[src/sv/ir51_pkg.sv]
`default_nettype none
// ----------------------------------------------------------------------------
// ir51_pkg: shared types for the IR to 8051 instruction encoder
// Operation and error codes, channel payloads and controller/datapath links.
// ----------------------------------------------------------------------------
package ir51_pkg;

    typedef enum logic [4:0] {
        OP_LDI   = 5'd0,
        OP_MOV   = 5'd1,
        OP_LOAD  = 5'd2,
        OP_ST    = 5'd3,
        OP_ADD   = 5'd4,
        OP_SUB   = 5'd5,
        OP_AND   = 5'd6,
        OP_OR    = 5'd7,
        OP_XOR   = 5'd8,
        OP_NOT   = 5'd9,
        OP_SHL   = 5'd10,
        OP_SHR   = 5'd11,
        OP_CMP   = 5'd12,
        OP_JMP   = 5'd13,
        OP_JZ    = 5'd14,
        OP_JNZ   = 5'd15,
        OP_CALL  = 5'd16,
        OP_RET   = 5'd17,
        OP_PUSH  = 5'd18,
        OP_POP   = 5'd19,
        OP_NOP   = 5'd20,
        OP_HLT   = 5'd21,
        OP_MUL   = 5'd22,
        OP_DIV   = 5'd23
    } op_t;

    typedef enum logic [2:0] {
        ERR_OK    = 3'd0,
        ERR_REG   = 3'd1,
        ERR_IMM   = 3'd2,
        ERR_IND   = 3'd3,
        ERR_LABEL = 3'd4,
        ERR_REL   = 3'd5,
        ERR_UNSUP = 3'd6,
        ERR_SHIFT = 3'd7
    } err_t;

    // Encoding of the hardware limit on rotate count per instruction
    localparam int SHIFT_CAP = 8;

    typedef struct packed {
        logic [4:0]         req_type;
        logic [3:0]         first_reg;
        logic [3:0]         second_reg;
        logic               second_is_reg;
        logic signed [15:0] immediate;
        logic [15:0]        label_addr;
        logic               target_known;
    } req_item_t;

    typedef struct packed {
        logic [7:0] code_byte;
        logic       last_byte;
        logic [2:0] error_code;
    } rsp_item_t;

    typedef struct packed {
        logic load;
        logic decode;
        logic emit;
    } ctrl_cmd_t;

    typedef struct packed {
        logic slot_free;
        logic at_last;
    } dp_status_t;

endpackage : ir51_pkg
`default_nettype wire

[src/sv/ir51_ctrl.sv]
`default_nettype none
// ----------------------------------------------------------------------------
// ir51_ctrl: encoder sequencer
// Takes one instruction, lets the datapath decode it, then steps out its bytes.
// ----------------------------------------------------------------------------
module ir51_ctrl (
    input  wire logic                clk,
    input  wire logic                rst_n,
    input  wire logic                req_valid,
    output logic                     req_ready,
    input  wire ir51_pkg::dp_status_t status,
    output ir51_pkg::ctrl_cmd_t      cmd
);
    import ir51_pkg::*;

    typedef enum logic [2:0] {
        S_IDLE   = 3'b001,
        S_DECODE = 3'b010,
        S_EMIT   = 3'b100
    } state_t;

    state_t state_reg, state_next;

    always_comb
    begin
        state_next = state_reg;
        req_ready  = 1'b0;
        cmd        = '0;
        unique case (state_reg)
            S_IDLE:
            begin
                req_ready = 1'b1;
                if (req_valid)
                begin
                    cmd.load   = 1'b1;
                    state_next = S_DECODE;
                end
            end
            S_DECODE:
            begin
                cmd.decode = 1'b1;
                state_next = S_EMIT;
            end
            S_EMIT:
            begin
                // advance one byte whenever the output register can take it
                cmd.emit = status.slot_free;
                if (status.slot_free && status.at_last)
                begin
                    state_next = S_IDLE;
                end
            end
            default:
            begin
                state_next = S_IDLE;
            end
        endcase
    end

    always_ff @(posedge clk or negedge rst_n)
    begin
        if (!rst_n)
        begin
            state_reg <= S_IDLE;
        end
        else
        begin
            state_reg <= state_next;
        end
    end

endmodule : ir51_ctrl
`default_nettype wire

[src/sv/ir51_datapath.sv]
`default_nettype none
// ----------------------------------------------------------------------------
// ir51_datapath: instruction checks, byte generation and byte offset
// Holds the instruction, its error and length, the byte index and the
// output register.
// ----------------------------------------------------------------------------
module ir51_datapath #(
    parameter int MAX_SHIFT = 8
) (
    input  wire logic                clk,
    input  wire logic                rst_n,
    input  wire ir51_pkg::req_item_t req,
    input  wire ir51_pkg::ctrl_cmd_t cmd,
    output ir51_pkg::dp_status_t     status,
    output logic                     rsp_valid,
    input  wire logic                rsp_ready,
    output ir51_pkg::rsp_item_t      rsp
);
    import ir51_pkg::*;

    localparam int SHIFT_LIMIT_INT = (MAX_SHIFT < SHIFT_CAP) ? MAX_SHIFT : SHIFT_CAP;
    localparam logic signed [15:0] SHIFT_LIMIT = 16'(SHIFT_LIMIT_INT);

    req_item_t   item_reg;
    err_t        err_reg, err_next;
    logic [3:0]  len_reg, len_next;
    logic [7:0]  disp_reg;
    logic [3:0]  idx_reg;
    logic [15:0] offset_reg;
    logic        out_valid_reg;
    rsp_item_t   out_reg;

    logic [2:0]         rd;
    logic [2:0]         r2;
    logic               sir;
    logic signed [15:0] imm;
    logic [7:0]         imm8;
    logic               imm_ok;
    logic               rd_bad;
    logic               r2_bad;
    logic               ind_bad;
    logic [15:0]        disp16;
    logic               rel_ok;
    logic [3:0]         shift_cnt;
    logic [7:0]         byte_c;
    logic [7:0]         rd_add;
    logic [7:0]         r2_add;
    logic [7:0]         alu_reg_op;
    logic [7:0]         alu_imm_op;
    logic               is_sub;
    logic [3:0]         j;
    logic               last_c;

    assign rd      = item_reg.first_reg[2:0];
    assign r2      = item_reg.second_reg[2:0];
    assign sir     = item_reg.second_is_reg;
    assign imm     = item_reg.immediate;
    assign imm8    = item_reg.immediate[7:0];
    assign rd_add  = {5'b0, rd};
    assign r2_add  = {5'b0, r2};
    assign imm_ok  = (imm >= -16'sd128) && (imm <= 16'sd255);
    assign rd_bad  = item_reg.first_reg[3];
    assign r2_bad  = item_reg.second_reg[3];
    assign ind_bad = (item_reg.second_reg > 4'd1);

    // displacement from the byte after a two-byte relative jump
    assign disp16 = item_reg.label_addr - (offset_reg + 16'd2);
    assign rel_ok = (disp16[15:7] == 9'h000) || (disp16[15:7] == 9'h1FF);

    assign shift_cnt = sir ? 4'd1 : ((imm > 16'sd0) ? imm[3:0] : 4'd0);

    // ---------------------------------------------------------------- checks
    always_comb
    begin
        err_next = ERR_OK;
        len_next = 4'd1;
        unique case (item_reg.req_type)
            OP_LDI:
            begin
                len_next = 4'd2;
                if (rd_bad)       err_next = ERR_REG;
                else if (!imm_ok) err_next = ERR_IMM;
            end
            OP_MOV:
            begin
                len_next = 4'd2;
                if (rd_bad || r2_bad) err_next = ERR_REG;
            end
            OP_LOAD, OP_ST:
            begin
                len_next = 4'd2;
                if (rd_bad)       err_next = ERR_REG;
                else if (ind_bad) err_next = ERR_IND;
            end
            OP_ADD, OP_SUB, OP_AND, OP_OR, OP_XOR, OP_CMP:
            begin
                len_next = (sir ? 4'd3 : 4'd4)
                         + ((item_reg.req_type == OP_SUB) ? 4'd1 : 4'd0);
                if (rd_bad)              err_next = ERR_REG;
                else if (sir && r2_bad)  err_next = ERR_REG;
                else if (!sir && !imm_ok) err_next = ERR_IMM;
            end
            OP_MUL, OP_DIV:
            begin
                len_next = 4'd6;
                if (rd_bad)               err_next = ERR_REG;
                else if (sir && r2_bad)   err_next = ERR_REG;
                else if (!sir && !imm_ok) err_next = ERR_IMM;
            end
            OP_NOT:
            begin
                len_next = 4'd3;
                if (rd_bad) err_next = ERR_REG;
            end
            OP_SHL, OP_SHR:
            begin
                len_next = shift_cnt + 4'd2;
                if (rd_bad)                      err_next = ERR_REG;
                else if (sir && r2_bad)          err_next = ERR_REG;
                else if (!sir && (imm > SHIFT_LIMIT)) err_next = ERR_SHIFT;
            end
            OP_JMP, OP_CALL:
            begin
                len_next = 4'd3;
                if (!item_reg.target_known) err_next = ERR_LABEL;
            end
            OP_JZ, OP_JNZ:
            begin
                len_next = 4'd2;
                if (!item_reg.target_known) err_next = ERR_LABEL;
                else if (!rel_ok)           err_next = ERR_REL;
            end
            OP_PUSH, OP_POP:
            begin
                len_next = 4'd2;
                if (rd_bad) err_next = ERR_REG;
            end
            OP_HLT:
            begin
                len_next = 4'd2;
            end
            OP_RET, OP_NOP:
            begin
                len_next = 4'd1;
            end
            default:
            begin
                err_next = ERR_UNSUP;
            end
        endcase
        if (err_next != ERR_OK)
        begin
            len_next = 4'd1;
        end
    end

    // ------------------------------------------------------- byte generation
    always_comb
    begin
        alu_reg_op = 8'h28;
        alu_imm_op = 8'h24;
        unique case (item_reg.req_type)
            OP_SUB:
            begin
                alu_reg_op = 8'h98;
                alu_imm_op = 8'h94;
            end
            OP_AND:
            begin
                alu_reg_op = 8'h58;
                alu_imm_op = 8'h54;
            end
            OP_OR:
            begin
                alu_reg_op = 8'h48;
                alu_imm_op = 8'h44;
            end
            OP_XOR:
            begin
                alu_reg_op = 8'h68;
                alu_imm_op = 8'h64;
            end
            default:
            begin
                alu_reg_op = 8'h28;
                alu_imm_op = 8'h24;
            end
        endcase
    end

    assign is_sub = (item_reg.req_type == OP_SUB);
    assign j      = is_sub ? (idx_reg - 4'd1) : idx_reg;
    assign last_c = (idx_reg == (len_reg - 4'd1));

    always_comb
    begin
        byte_c = 8'h00;
        unique case (item_reg.req_type)
            OP_LDI:   byte_c = (idx_reg == 4'd0) ? (8'h78 + rd_add) : imm8;
            OP_MOV:   byte_c = (idx_reg == 4'd0) ? (8'hE8 + r2_add) : (8'hF8 + rd_add);
            OP_LOAD:  byte_c = (idx_reg == 4'd0) ? (8'hE6 + r2_add) : (8'hF8 + rd_add);
            OP_ST:    byte_c = (idx_reg == 4'd0) ? (8'hE8 + rd_add) : (8'hF6 + r2_add);
            OP_ADD, OP_SUB, OP_AND, OP_OR, OP_XOR:
            begin
                if (is_sub && (idx_reg == 4'd0))
                begin
                    byte_c = 8'hC3;
                end
                else
                begin
                    unique case (j)
                        4'd0:    byte_c = 8'hE8 + rd_add;
                        4'd1:    byte_c = sir ? (alu_reg_op + r2_add) : alu_imm_op;
                        4'd2:    byte_c = sir ? (8'hF8 + rd_add) : imm8;
                        default: byte_c = 8'hF8 + rd_add;
                    endcase
                end
            end
            OP_NOT:
            begin
                unique case (idx_reg)
                    4'd0:    byte_c = 8'hE8 + rd_add;
                    4'd1:    byte_c = 8'hF4;
                    default: byte_c = 8'hF8 + rd_add;
                endcase
            end
            OP_SHL, OP_SHR:
            begin
                priority if (idx_reg == 4'd0)
                    byte_c = 8'hE8 + rd_add;
                else if (last_c)
                    byte_c = 8'hF8 + rd_add;
                else
                    byte_c = (item_reg.req_type == OP_SHL) ? 8'h23 : 8'h03;
            end
            OP_CMP:
            begin
                unique case (idx_reg)
                    4'd0:    byte_c = 8'hE8 + rd_add;
                    4'd1:    byte_c = sir ? 8'hC3 : 8'hB4;
                    4'd2:    byte_c = sir ? (8'h98 + r2_add) : imm8;
                    default: byte_c = 8'h00;
                endcase
            end
            OP_JMP, OP_CALL:
            begin
                unique case (idx_reg)
                    4'd0:    byte_c = (item_reg.req_type == OP_JMP) ? 8'h02 : 8'h12;
                    4'd1:    byte_c = item_reg.label_addr[15:8];
                    default: byte_c = item_reg.label_addr[7:0];
                endcase
            end
            OP_JZ, OP_JNZ:
            begin
                if (idx_reg == 4'd0)
                    byte_c = (item_reg.req_type == OP_JZ) ? 8'h60 : 8'h70;
                else
                    byte_c = disp_reg;
            end
            OP_RET:  byte_c = 8'h22;
            OP_PUSH: byte_c = (idx_reg == 4'd0) ? 8'hC0 : rd_add;
            OP_POP:  byte_c = (idx_reg == 4'd0) ? 8'hD0 : rd_add;
            OP_NOP:  byte_c = 8'h00;
            OP_HLT:  byte_c = (idx_reg == 4'd0) ? 8'h80 : 8'hFE;
            OP_MUL, OP_DIV:
            begin
                unique case (idx_reg)
                    4'd0:    byte_c = sir ? (8'hE8 + r2_add) : 8'h75;
                    4'd1:    byte_c = sir ? 8'hF5 : 8'hF0;
                    4'd2:    byte_c = sir ? 8'hF0 : imm8;
                    4'd3:    byte_c = 8'hE8 + rd_add;
                    4'd4:    byte_c = (item_reg.req_type == OP_MUL) ? 8'hA4 : 8'h84;
                    default: byte_c = 8'hF8 + rd_add;
                endcase
            end
            default: byte_c = 8'h00;
        endcase
        if (err_reg != ERR_OK)
        begin
            byte_c = 8'h00;
        end
    end

    // ------------------------------------------------------------- registers
    always_ff @(posedge clk)
    begin
        if (cmd.load)
        begin
            item_reg <= req;
        end
        if (cmd.decode)
        begin
            len_reg  <= len_next;
            disp_reg <= disp16[7:0];
        end
        if (cmd.emit)
        begin
            out_reg.code_byte  <= byte_c;
            out_reg.last_byte  <= last_c;
            out_reg.error_code <= err_reg;
        end
    end

    always_ff @(posedge clk or negedge rst_n)
    begin
        if (!rst_n)
        begin
            err_reg       <= ERR_OK;
            idx_reg       <= '0;
            offset_reg    <= '0;
            out_valid_reg <= 1'b0;
        end
        else
        begin
            if (cmd.decode)
            begin
                err_reg <= err_next;
                idx_reg <= '0;
            end
            else if (cmd.emit)
            begin
                idx_reg <= idx_reg + 4'd1;
            end
            // commit the length of an error-free instruction once its last byte is out
            if (cmd.emit && last_c && (err_reg == ERR_OK))
            begin
                offset_reg <= offset_reg + {12'b0, len_reg};
            end
            if (cmd.emit)
            begin
                out_valid_reg <= 1'b1;
            end
            else if (rsp_ready)
            begin
                out_valid_reg <= 1'b0;
            end
        end
    end

    assign status    = dp_status_t'{slot_free: (!out_valid_reg || rsp_ready),
                                    at_last: last_c};
    assign rsp_valid = out_valid_reg;
    assign rsp       = out_reg;

endmodule : ir51_datapath
`default_nettype wire

[src/sv/ir_to_8051_instruction_encoder.sv]
`default_nettype none
// ----------------------------------------------------------------------------
// ir_to_8051_instruction_encoder: neutral IR instruction to 8051 machine code
// One instruction in, its code bytes out one per transfer, last byte marked.
// ----------------------------------------------------------------------------
//  channel  signals                    payload      per transfer
//  req      req_valid / req_ready      req_item_t   one IR instruction
//  rsp      rsp_valid / rsp_ready      rsp_item_t   one code byte or one error
//
//  An instruction is accepted, then checked and decoded, and then its
//  N bytes (1 to 10; 1 on error) are stepped through the output register.
//  The emit sequencer sets the rate: one byte per cycle unless rsp_ready holds it.
//  rsp_ready low holds the sequencer; the output register keeps its byte.
//  Reset clears the byte offset, the sequencer and the output valid.
// ----------------------------------------------------------------------------
module ir_to_8051_instruction_encoder #(
    parameter int MAX_SHIFT = 8
) (
    input  wire logic                clk,
    input  wire logic                rst_n,
    input  wire logic                req_valid,
    output logic                     req_ready,
    input  wire ir51_pkg::req_item_t req,
    output logic                     rsp_valid,
    input  wire logic                rsp_ready,
    output ir51_pkg::rsp_item_t      rsp
);
    import ir51_pkg::*;

    ctrl_cmd_t  cmd;
    dp_status_t status;

    ir51_ctrl u_ctrl (
        .clk       (clk),
        .rst_n     (rst_n),
        .req_valid (req_valid),
        .req_ready (req_ready),
        .status    (status),
        .cmd       (cmd)
    );

    ir51_datapath #(
        .MAX_SHIFT (MAX_SHIFT)
    ) u_datapath (
        .clk       (clk),
        .rst_n     (rst_n),
        .req       (req),
        .cmd       (cmd),
        .status    (status),
        .rsp_valid (rsp_valid),
        .rsp_ready (rsp_ready),
        .rsp       (rsp)
    );

endmodule : ir_to_8051_instruction_encoder
`default_nettype wire
[config.mk]
export PLATFORM = sky130hd
export DESIGN_NAME = ir_to_8051_instruction_encoder
export DESIGN_NICKNAME = d
export VERILOG_FILES = /design/src/sv/ir51_pkg.sv /design/src/sv/ir51_ctrl.sv /design/src/sv/ir51_datapath.sv /design/src/sv/ir_to_8051_instruction_encoder.sv
export SDC_FILE = /design/constraint.sdc
export NUM_CORES = 1
export LEC_CHECK = 0
export ABC_AREA = 1
export BUFFER_PORTS_ARGS = -buffer_cell sky130_fd_sc_hd__buf_2
export CAP_MARGIN = 20
export CORE_MARGIN = 4
export CORE_UTILIZATION = 25
export CTS_CLUSTER_SIZE = 12
export DETAILED_ROUTE_END_ITERATION = 12
export PLACE_DENSITY = 0.37
export SLEW_MARGIN = 20
export SYNTH_ARGS = -nofsm -noshare
export SYNTH_HDL_FRONTEND = slang
export SYNTH_SLANG_ARGS = --single-unit
[constraint.sdc]
create_clock -name clk -period 4.7 [get_ports clk]
set_clock_uncertainty 0.1 [all_clocks]
set_input_delay 0.94 -clock clk [delete_from_list [all_inputs] [get_ports clk]]
set_output_delay 0.94 -clock clk [all_outputs]
set_load 0.05 [all_outputs]
==> flow_summary_export.csv, run 1 <==
group,metric,value,unit
floorplanning,rows,61,
sta,hold_ws,0.3650,ns
placement,portBuffers,64,
clocking,post-cts-setup-buffer-count,0,
setup_path,arrival,3.34,ns
setup_path,critPathMaxStageDelay,0.71,ns
final_layout,diodes,0,
sta,hold_violations,0,
yosys,yosys.area_share.adder,8.051,%
clocking,hold_buffers,0,
floorplanning,die-height,175.6,um
setup_path,critPathTopFamily,"buffers and inverters",
final_layout,nFillCells,3131,
job,cap_violations,0,
placement,place_hpwl,19.21,mm
yosys,yosysMostFrequentCell,"nand2_1",
yosys,syn_inst,925,
clocking,cts_tree,"built",
global_route,grt-ovfl-total,0,
yosys,ys.warnings.count,0,
clocking,cts_resized,0,
yosys,synth-seq-cells,98,
clocking,clk_path_buf_depth,2,
final_layout,layoutNonFillerInstCount,1375,
sta,maxSlewHeadroom,42.84,%
clocking,htreeDepth,3,
power_and_ir_drop,p_per_area,504.0,mW/mm^2
final_layout,final_layout_size_suffix_gt1_share,11.33,%
global_route,grt_usage,15.48,%
floorplanning,core_area,0.02778,mm^2
setup_path,path_buf_inv,2,
clocking,root_buffer,"clkbuf_16",
setup_path,setup.worst_path.start_class,"register",
clocking,path_clk_slew,0.08,ns
final_layout,final_nets,1087,
drt,drt_wl_total,23.90,mm
sta,setup-tns-final,0,ns
global_route,grt_pass1_vias,6250,
yosys,ys_seq_area_share,39.99,%
yosys,synth_area_leaders,"edfxtp_1, nand2_1, dfrtp_1",
drt,wl_per_cell,17.38,um
final_layout,final_core_util,29.17,%
final_layout,largest_register_ffs,30,
placement,dp_cells,1359,
drt,ant_nets,0,
yosys,synth.avg_cell_area,7.594,um^2
placement,placed_area,0.007802,mm^2
setup_path,cp_slowest_cell,"inv_1",
yosys,yosys.area.top_type,"edfxtp_1",
floorplanning,fp.dieW,175.6,um
yosys,synth_compound_area_share,12.84,%
final_layout,final-seq-area,0.002809,mm^2
yosys,synth_mux_area_share,0,%
yosys,async_flop_share,27.55,%
yosys,syn_nets,1020,
yosys,synth_top_family_by_area,"simple AND/OR/NAND/NOR gates",
global_route,grt_pass1_wl,36.87,mm
power_and_ir_drop,irDropWorstVdd,0.0001737,V
sta,setup_viol,0,
sta,min_period,3.337,ns
floorplanning,start_util,25.28,%
yosys,synthXorXnorAreaFrac,3.367,%
setup_path,worst-path-max-fanout,29,
final_layout,stdcell_area,0.008104,mm^2
sta,tightest_slew,0.8574,ns
setup_path,crit_type,"register to register",
setup_path,rr_worst_depth,11,
sta,finalMaxSlewViolations,0,
yosys,synth-simple-area-share,26.77,%
setup_path,critPathCaptureType,"register",
global_route,grt_max_degree,48,
floorplanning,pin_count,65,
yosys,synth_common_cells,"nand2_1, inv_1, nor2_1, edfxtp_1, o21ai_0",
hold_path,min_path_cells,0,
clocking,numCtsBuffers,9,
sta,fin_crit_sh,71.01,%
sta,fmax,299.6,MHz
drt,viasPerCell,4.652,
yosys,ys_types,48,
clocking,clock_latency,0.36,ns
power_and_ir_drop,power.static_leakage,0.003732,uW
hold_path,hold_path.class,"register to register",
drt,vias,6397,
clocking,cts_sinks,98,
setup_path,worstPathRequired,4.70,ns
drt,dr.first_iter.drc_count,593,
sta,rsz0062_at_grt,"false",
yosys,syn_area,0.007024,mm^2
drt,dr.pass1.iters,5,
final_layout,area_growth_syn_to_layout,15.37,%
setup_path,cp.depth,11,
yosys,synth_top_area_share,30.35,%
yosys,synth_flop_cell,"edfxtp_1",
final_layout,multiInputGateArea,0.003592,mm^2
setup_path,path_cells,"inv_1 > ha_1 > nand2_2 > inv_1 > o22ai_1 > a31oi_1 > nand2_1 > nor2_1 > nand2_1 > a21oi_1 > a21oi_1",
drt,drc_errors,0,
yosys,synth_edf_count,71,
global_route,grt_antenna_before_repair,0,
floorplanning,dieArea,0.03084,mm^2
placement,gp_congestion,0.9450,
status,status,"finished, final reports clean",
-- metrics by stage --
stage                     setup slack, ns  power, uW
after floorplan                    0.2169       2691
after global placement              1.382       3335
after detailed placement            1.404       3314
after CTS                           1.386       4122
after global routing                1.059       4418
final                               1.363       4084
-- worst paths after layout --
check                                           start                         to  slack (ns)
max in group asynchronous                       rst_n      u_datapath.idx_reg[2]        3.55
worst min register to register  u_datapath.err_reg[2]          u_datapath.rsp[2]        0.36
min in group asynchronous                       rst_n  u_datapath.offset_reg[12]        0.51
worst min-delay path            u_datapath.err_reg[2]          u_datapath.rsp[2]        0.36
worst max register to register  u_datapath.idx_reg[0]          u_datapath.rsp[6]        1.36
worst max-delay path            u_datapath.idx_reg[0]          u_datapath.rsp[6]        1.36
-- worst register-to-register path, cell delays in order, from the launching register on --
cell and delay, ns:
dfrtp_1 0.44, inv_1 0.23, ha_1 0.31, nand2_2 0.28
inv_1 0.72, o22ai_1 0.31, a31oi_1 0.20, nand2_1 0.07
nor2_1 0.11, nand2_1 0.06, a21oi_1 0.16, a21oi_1 0.09
-- layer usage --
layer	global-route usage, %	vias up	part of all wire [%]
met1	23.73	2974	51
met2	23.19	181	43
li1	-	3214	-
met5	0	-	0
met4	3.411	0	1.5
met3	2.023	28	4.8
-- area by class of cell --
type,count,share of cell area (%)
multi-input cells,660,44.33
flip-flops and latches,98,34.66
inverters,156,7.226
well taps,378,5.836
repair buffers,67,4.230
clock buffers,9,2.779
clock inverters,7,0.9418
-- cell families (layout without fill, tap and decap cells) --
kind of cell | Yosys count | after routing
AO/OA/AOI/OAI | 155 | 155
XOR/XNOR | 27 | 27
adder cells (fa/ha/maj) | 44 | 44
buffers and inverters | 167 | 239
flip-flops | 98 | 98
AND/OR/NAND/NOR | 434 | 434
-- layout by cell type (no fill, tap or decap), types with 3 or more instances in the layout --
master / netlist / layout
a211oi_1: 6 / 6
a21oi_1: 37 / 37
a22oi_1: 3 / 3
a31oi_1: 5 / 5
buf_2: 3 / 64
buf_4: 0 / 3
clkbuf_16: 0 / 9
dfrtp_1: 26 / 26
edfxtp_1: 71 / 71
ha_1: 42 / 42
inv_1: 151 / 151
inv_2: 5 / 5
nand2_1: 209 / 209
nand2_2: 6 / 6
nand3_1: 56 / 56
nand4_1: 16 / 16
nor2_1: 100 / 99
nor2_2: 5 / 5
nor2_4: 3 / 4
nor3_1: 23 / 23
nor4_1: 5 / 5
o2111ai_1: 6 / 6
o211ai_1: 4 / 4
o21ai_0: 65 / 65
o21ai_1: 5 / 5
o22ai_1: 9 / 9
xnor2_1: 7 / 7
xor2_1: 20 / 20
-- power breakdown --
group	total, uW	switching [uW]	internal (uW)
clock	792	373	419
sequential	1350	168	1180
combinational	1940	1380	561
Power figures use the tool's default switching activity.
==> run 2, diff against run 1 <==
- ABC_AREA: 1 -> 0
- PLACE_DENSITY: 0.37 -> 0.39
- clock period: 4.7 -> 3 ns (I/O delays scaled with it)
==> run 2 against run 1 <==
  * The run now ends with negative setup slack left
  * Synthesized area down 1.2%
  * Final area is 11% higher
  * Routed wire length increased by 5.4%
  * Clock-buffer cell count stayed put
  * Largest cell class unchanged
==> flow_summary_export.csv, run 2 <==
group,metric,value,unit
yosys,yosysMostFrequentCell,"inv_1",
yosys,ys_types,78,
setup_path,worst-path-max-fanout,3,
floorplanning,pin_count,65,
yosys,synth_mux_area_share,1.370,%
setup_path,timing.rr.end,"u_datapath.err_reg[0]",
floorplanning,start_util,25.60,%
yosys,synth_edf_count,71,
yosys,synth-simple-area-share,17.74,%
setup_path,r2r_start,"u_datapath.item_reg[2]",
sta,hold_violations,0,
final_layout,diodes,0,
clocking,root_buffer,"clkbuf_16",
sta,tightest_slew,0.7656,ns
final_layout,largest_register_ffs,30,
global_route,grt_usage,16.38,%
placement,dp_cells,1293,
final_layout,nFillCells,2836,
yosys,yosys.area_share.adder,8.150,%
yosys,ys_seq_area_share,40.48,%
clocking,cts_tree,"built",
clocking,numCtsBuffers,9,
clocking,clock_latency,0.37,ns
drt,dr.first_iter.drc_count,511,
clocking,cts_sinks,98,
drt,ant_nets,0,
global_route,grt_max_degree,49,
yosys,synth_area_leaders,"edfxtp_1, dfrtp_1, ha_1",
floorplanning,dieArea,0.03049,mm^2
yosys,synth.avg_cell_area,9.095,um^2
status,status,"finished, violations left",
setup_path,crit_path_start,"u_datapath.item_reg[2]",
floorplanning,die-height,174.6,um
yosys,syn_area,0.006939,mm^2
yosys,synth_top_family_by_area,"compound AO/OA/AOI/OAI gates",
placement,place_hpwl,19.62,mm
setup_path,setup.worst_path.start_class,"register",
final_layout,final_common_cell,"buf_4",
sta,fmax,310.3,MHz
power_and_ir_drop,switching_power,3242,uW
sta,setup_viol,4,
yosys,yosys.area.top_type,"edfxtp_1",
setup_path,arrival,3.37,ns
yosys,synthXorXnorAreaFrac,5.175,%
power_and_ir_drop,power.total,7322,uW
clocking,path_clk_slew,0.09,ns
yosys,synth_common_cells,"inv_1, edfxtp_1, nor2_1, a21oi_1, ha_1",
power_and_ir_drop,irDropWorstVdd,0.0002869,V
drt,drt_wl_total,25.19,mm
final_layout,final-seq-area,0.002810,mm^2
setup_path,worstPathRequired,3.14,ns
power_and_ir_drop,power.static_leakage,0.003721,uW
sta,min_period,3.222,ns
sta,rsz0062_at_grt,"true",
setup_path,critPathCaptureType,"register",
final_layout,layoutNonFillerInstCount,1311,
drt,vias,6471,
sta,maxSlewHeadroom,48.96,%
yosys,synth-seq-cells,98,
yosys,async_flop_share,27.55,%
yosys,syn_nets,858,
job,cap_violations,0,
power_and_ir_drop,p_clk_share,16.8,%
power_and_ir_drop,switching_share,44.28,%
placement,portBuffers,64,
yosys,synth_top_area_share,30.72,%
final_layout,area_growth_syn_to_layout,29.46,%
global_route,grt_pass1_vias,6340,
setup_path,crit_type,"register to register",
floorplanning,core_area,0.02710,mm^2
final_layout,stdcell_area,0.008984,mm^2
power_and_ir_drop,p_per_area,815.1,mW/mm^2
placement,preCtsSetupSlack,-0.1975,ns
drt,drc_errors,0,
yosys,syn_inst,763,
final_layout,final_layout_size_suffix_gt1_share,27.26,%
sta,fin_crit_sh,107.4,%
power_and_ir_drop,comb_power_share,54.4,%
drt,wl_per_cell,19.21,um
setup_path,rrSetupSlack,-0.22,ns
final_layout,multiInputGateArea,0.003796,mm^2
placement,placed_area,0.008610,mm^2
floorplanning,fp.dieW,174.6,um
final_layout,final_nets,1029,
power_and_ir_drop,p_int,4080,uW
sta,finalMaxSlewViolations,0,
clocking,clk_path_buf_depth,2,
floorplanning,rows,60,
drt,viasPerCell,4.936,
global_route,grt_pass1_wl,38.46,mm
setup_path,rr_worst_depth,15,
sta,setup-tns-final,-0.6351,ns
status,violations,"negative setup slack",
power_and_ir_drop,p_seq_share,28.8,%
setup_path,crit_end,"u_datapath.err_reg[0]",
drt,dr.pass1.iters,7,
yosys,synth_compound_area_share,20.70,%
hold_path,hold_path.class,"input port to async pin",
clocking,htreeDepth,3,
yosys,synth_flop_cell,"edfxtp_1",
final_layout,layout_common_cells,"buf_4, inv_1, edfxtp_1",
sta,layout_setup_ws,-0.2225,ns
yosys,ys.warnings.count,0,
global_route,grt-ovfl-total,0,
placement,gp_congestion,0.8973,
global_route,grt_antenna_before_repair,1,
==> run 2: what timing repair did <==
item                       4_1_cts  5_1_grt
pin swaps                        2        7
resized for setup                2       14
gates cloned                     0        0
setup endpoints to repair        4       11
buffers inserted                 1        1
hold buffers                     0        0
==> run 2: how the worst min path moves through the flow <==
stage,end,slack [ns]
after global routing,u_datapath.offset_reg[15],0.26
after CTS,u_datapath.err_reg[1],0.23
after detailed placement,u_datapath.rsp[1],0.39
after floorplan,u_ctrl.state_reg[1],0.20
after global placement,u_datapath.offset_reg[15],0.39
final,u_datapath.err_reg[1],0.20
==> run 2: logic make-up after synthesis <==
kind of cell               after synthesis
AOI/OAI and AO/OA                      217
xor gates and xnor gates                41
adders and majority gates               44
buffers and inverters                  112
DFF                                     98
muxes                                    9
and+or+nand+nor                        242
==> run 2: area by class of cell <==
class | instances | area share (%)
timing repair buffer | 196 | 14.87
clock buffer | 9 | 2.507
multi-input combinational | 553 | 42.26
clock inverter | 7 | 0.7242
tap | 372 | 5.181
sequential | 98 | 31.28
inverter | 76 | 3.175
==> run 2: per-stage QoR <==
stage               hold slack, ns  utilization, %
finish                      0.2029           33.15
global placement            0.3898           31.77
floorplan                   0.2044               -
global route                0.2565           33.15
CTS                         0.2339           32.90
detailed placement          0.3871           31.77
==> run 2: metal layers <==
layer | global-route usage (%) | part of all wire (%) | wire (um)
met2 | 23.90 | 43 | 10720
met1 | 24.51 | 49 | 12230
met3 | 3.375 | 7.1 | 1783
met4 | 4.484 | 1.8 | 460
met5 | 0 | 0 | 0
==> run 2: power by group through the flow <==
stage                     Sequential (uW)  Combinational [uW]  Clock (uW)
after global placement               2130                3950           0
final                                2110                3980        1230
after detailed placement             2140                3890           0
after global routing                 2150                4350        1340
after floorplan                      2020                2310           0
after CTS                            2110                3920        1280
==> run 2: worst max-delay path, stage by stage (launching register included) <==
cell and delay [ns]:
edfxtp_1 0.39, inv_1 0.07, ha_1 0.22, inv_1 0.06, ha_2 0.18, inv_2 0.04, fa_2 0.35, nand2b_4 0.17
a21oi_4 0.18, nor3_2 0.05, or4b_4 0.52, a2111oi_4 0.22, a41oi_2 0.19, buf_4 0.18, a31oi_4 0.12, a21oi_2 0.06
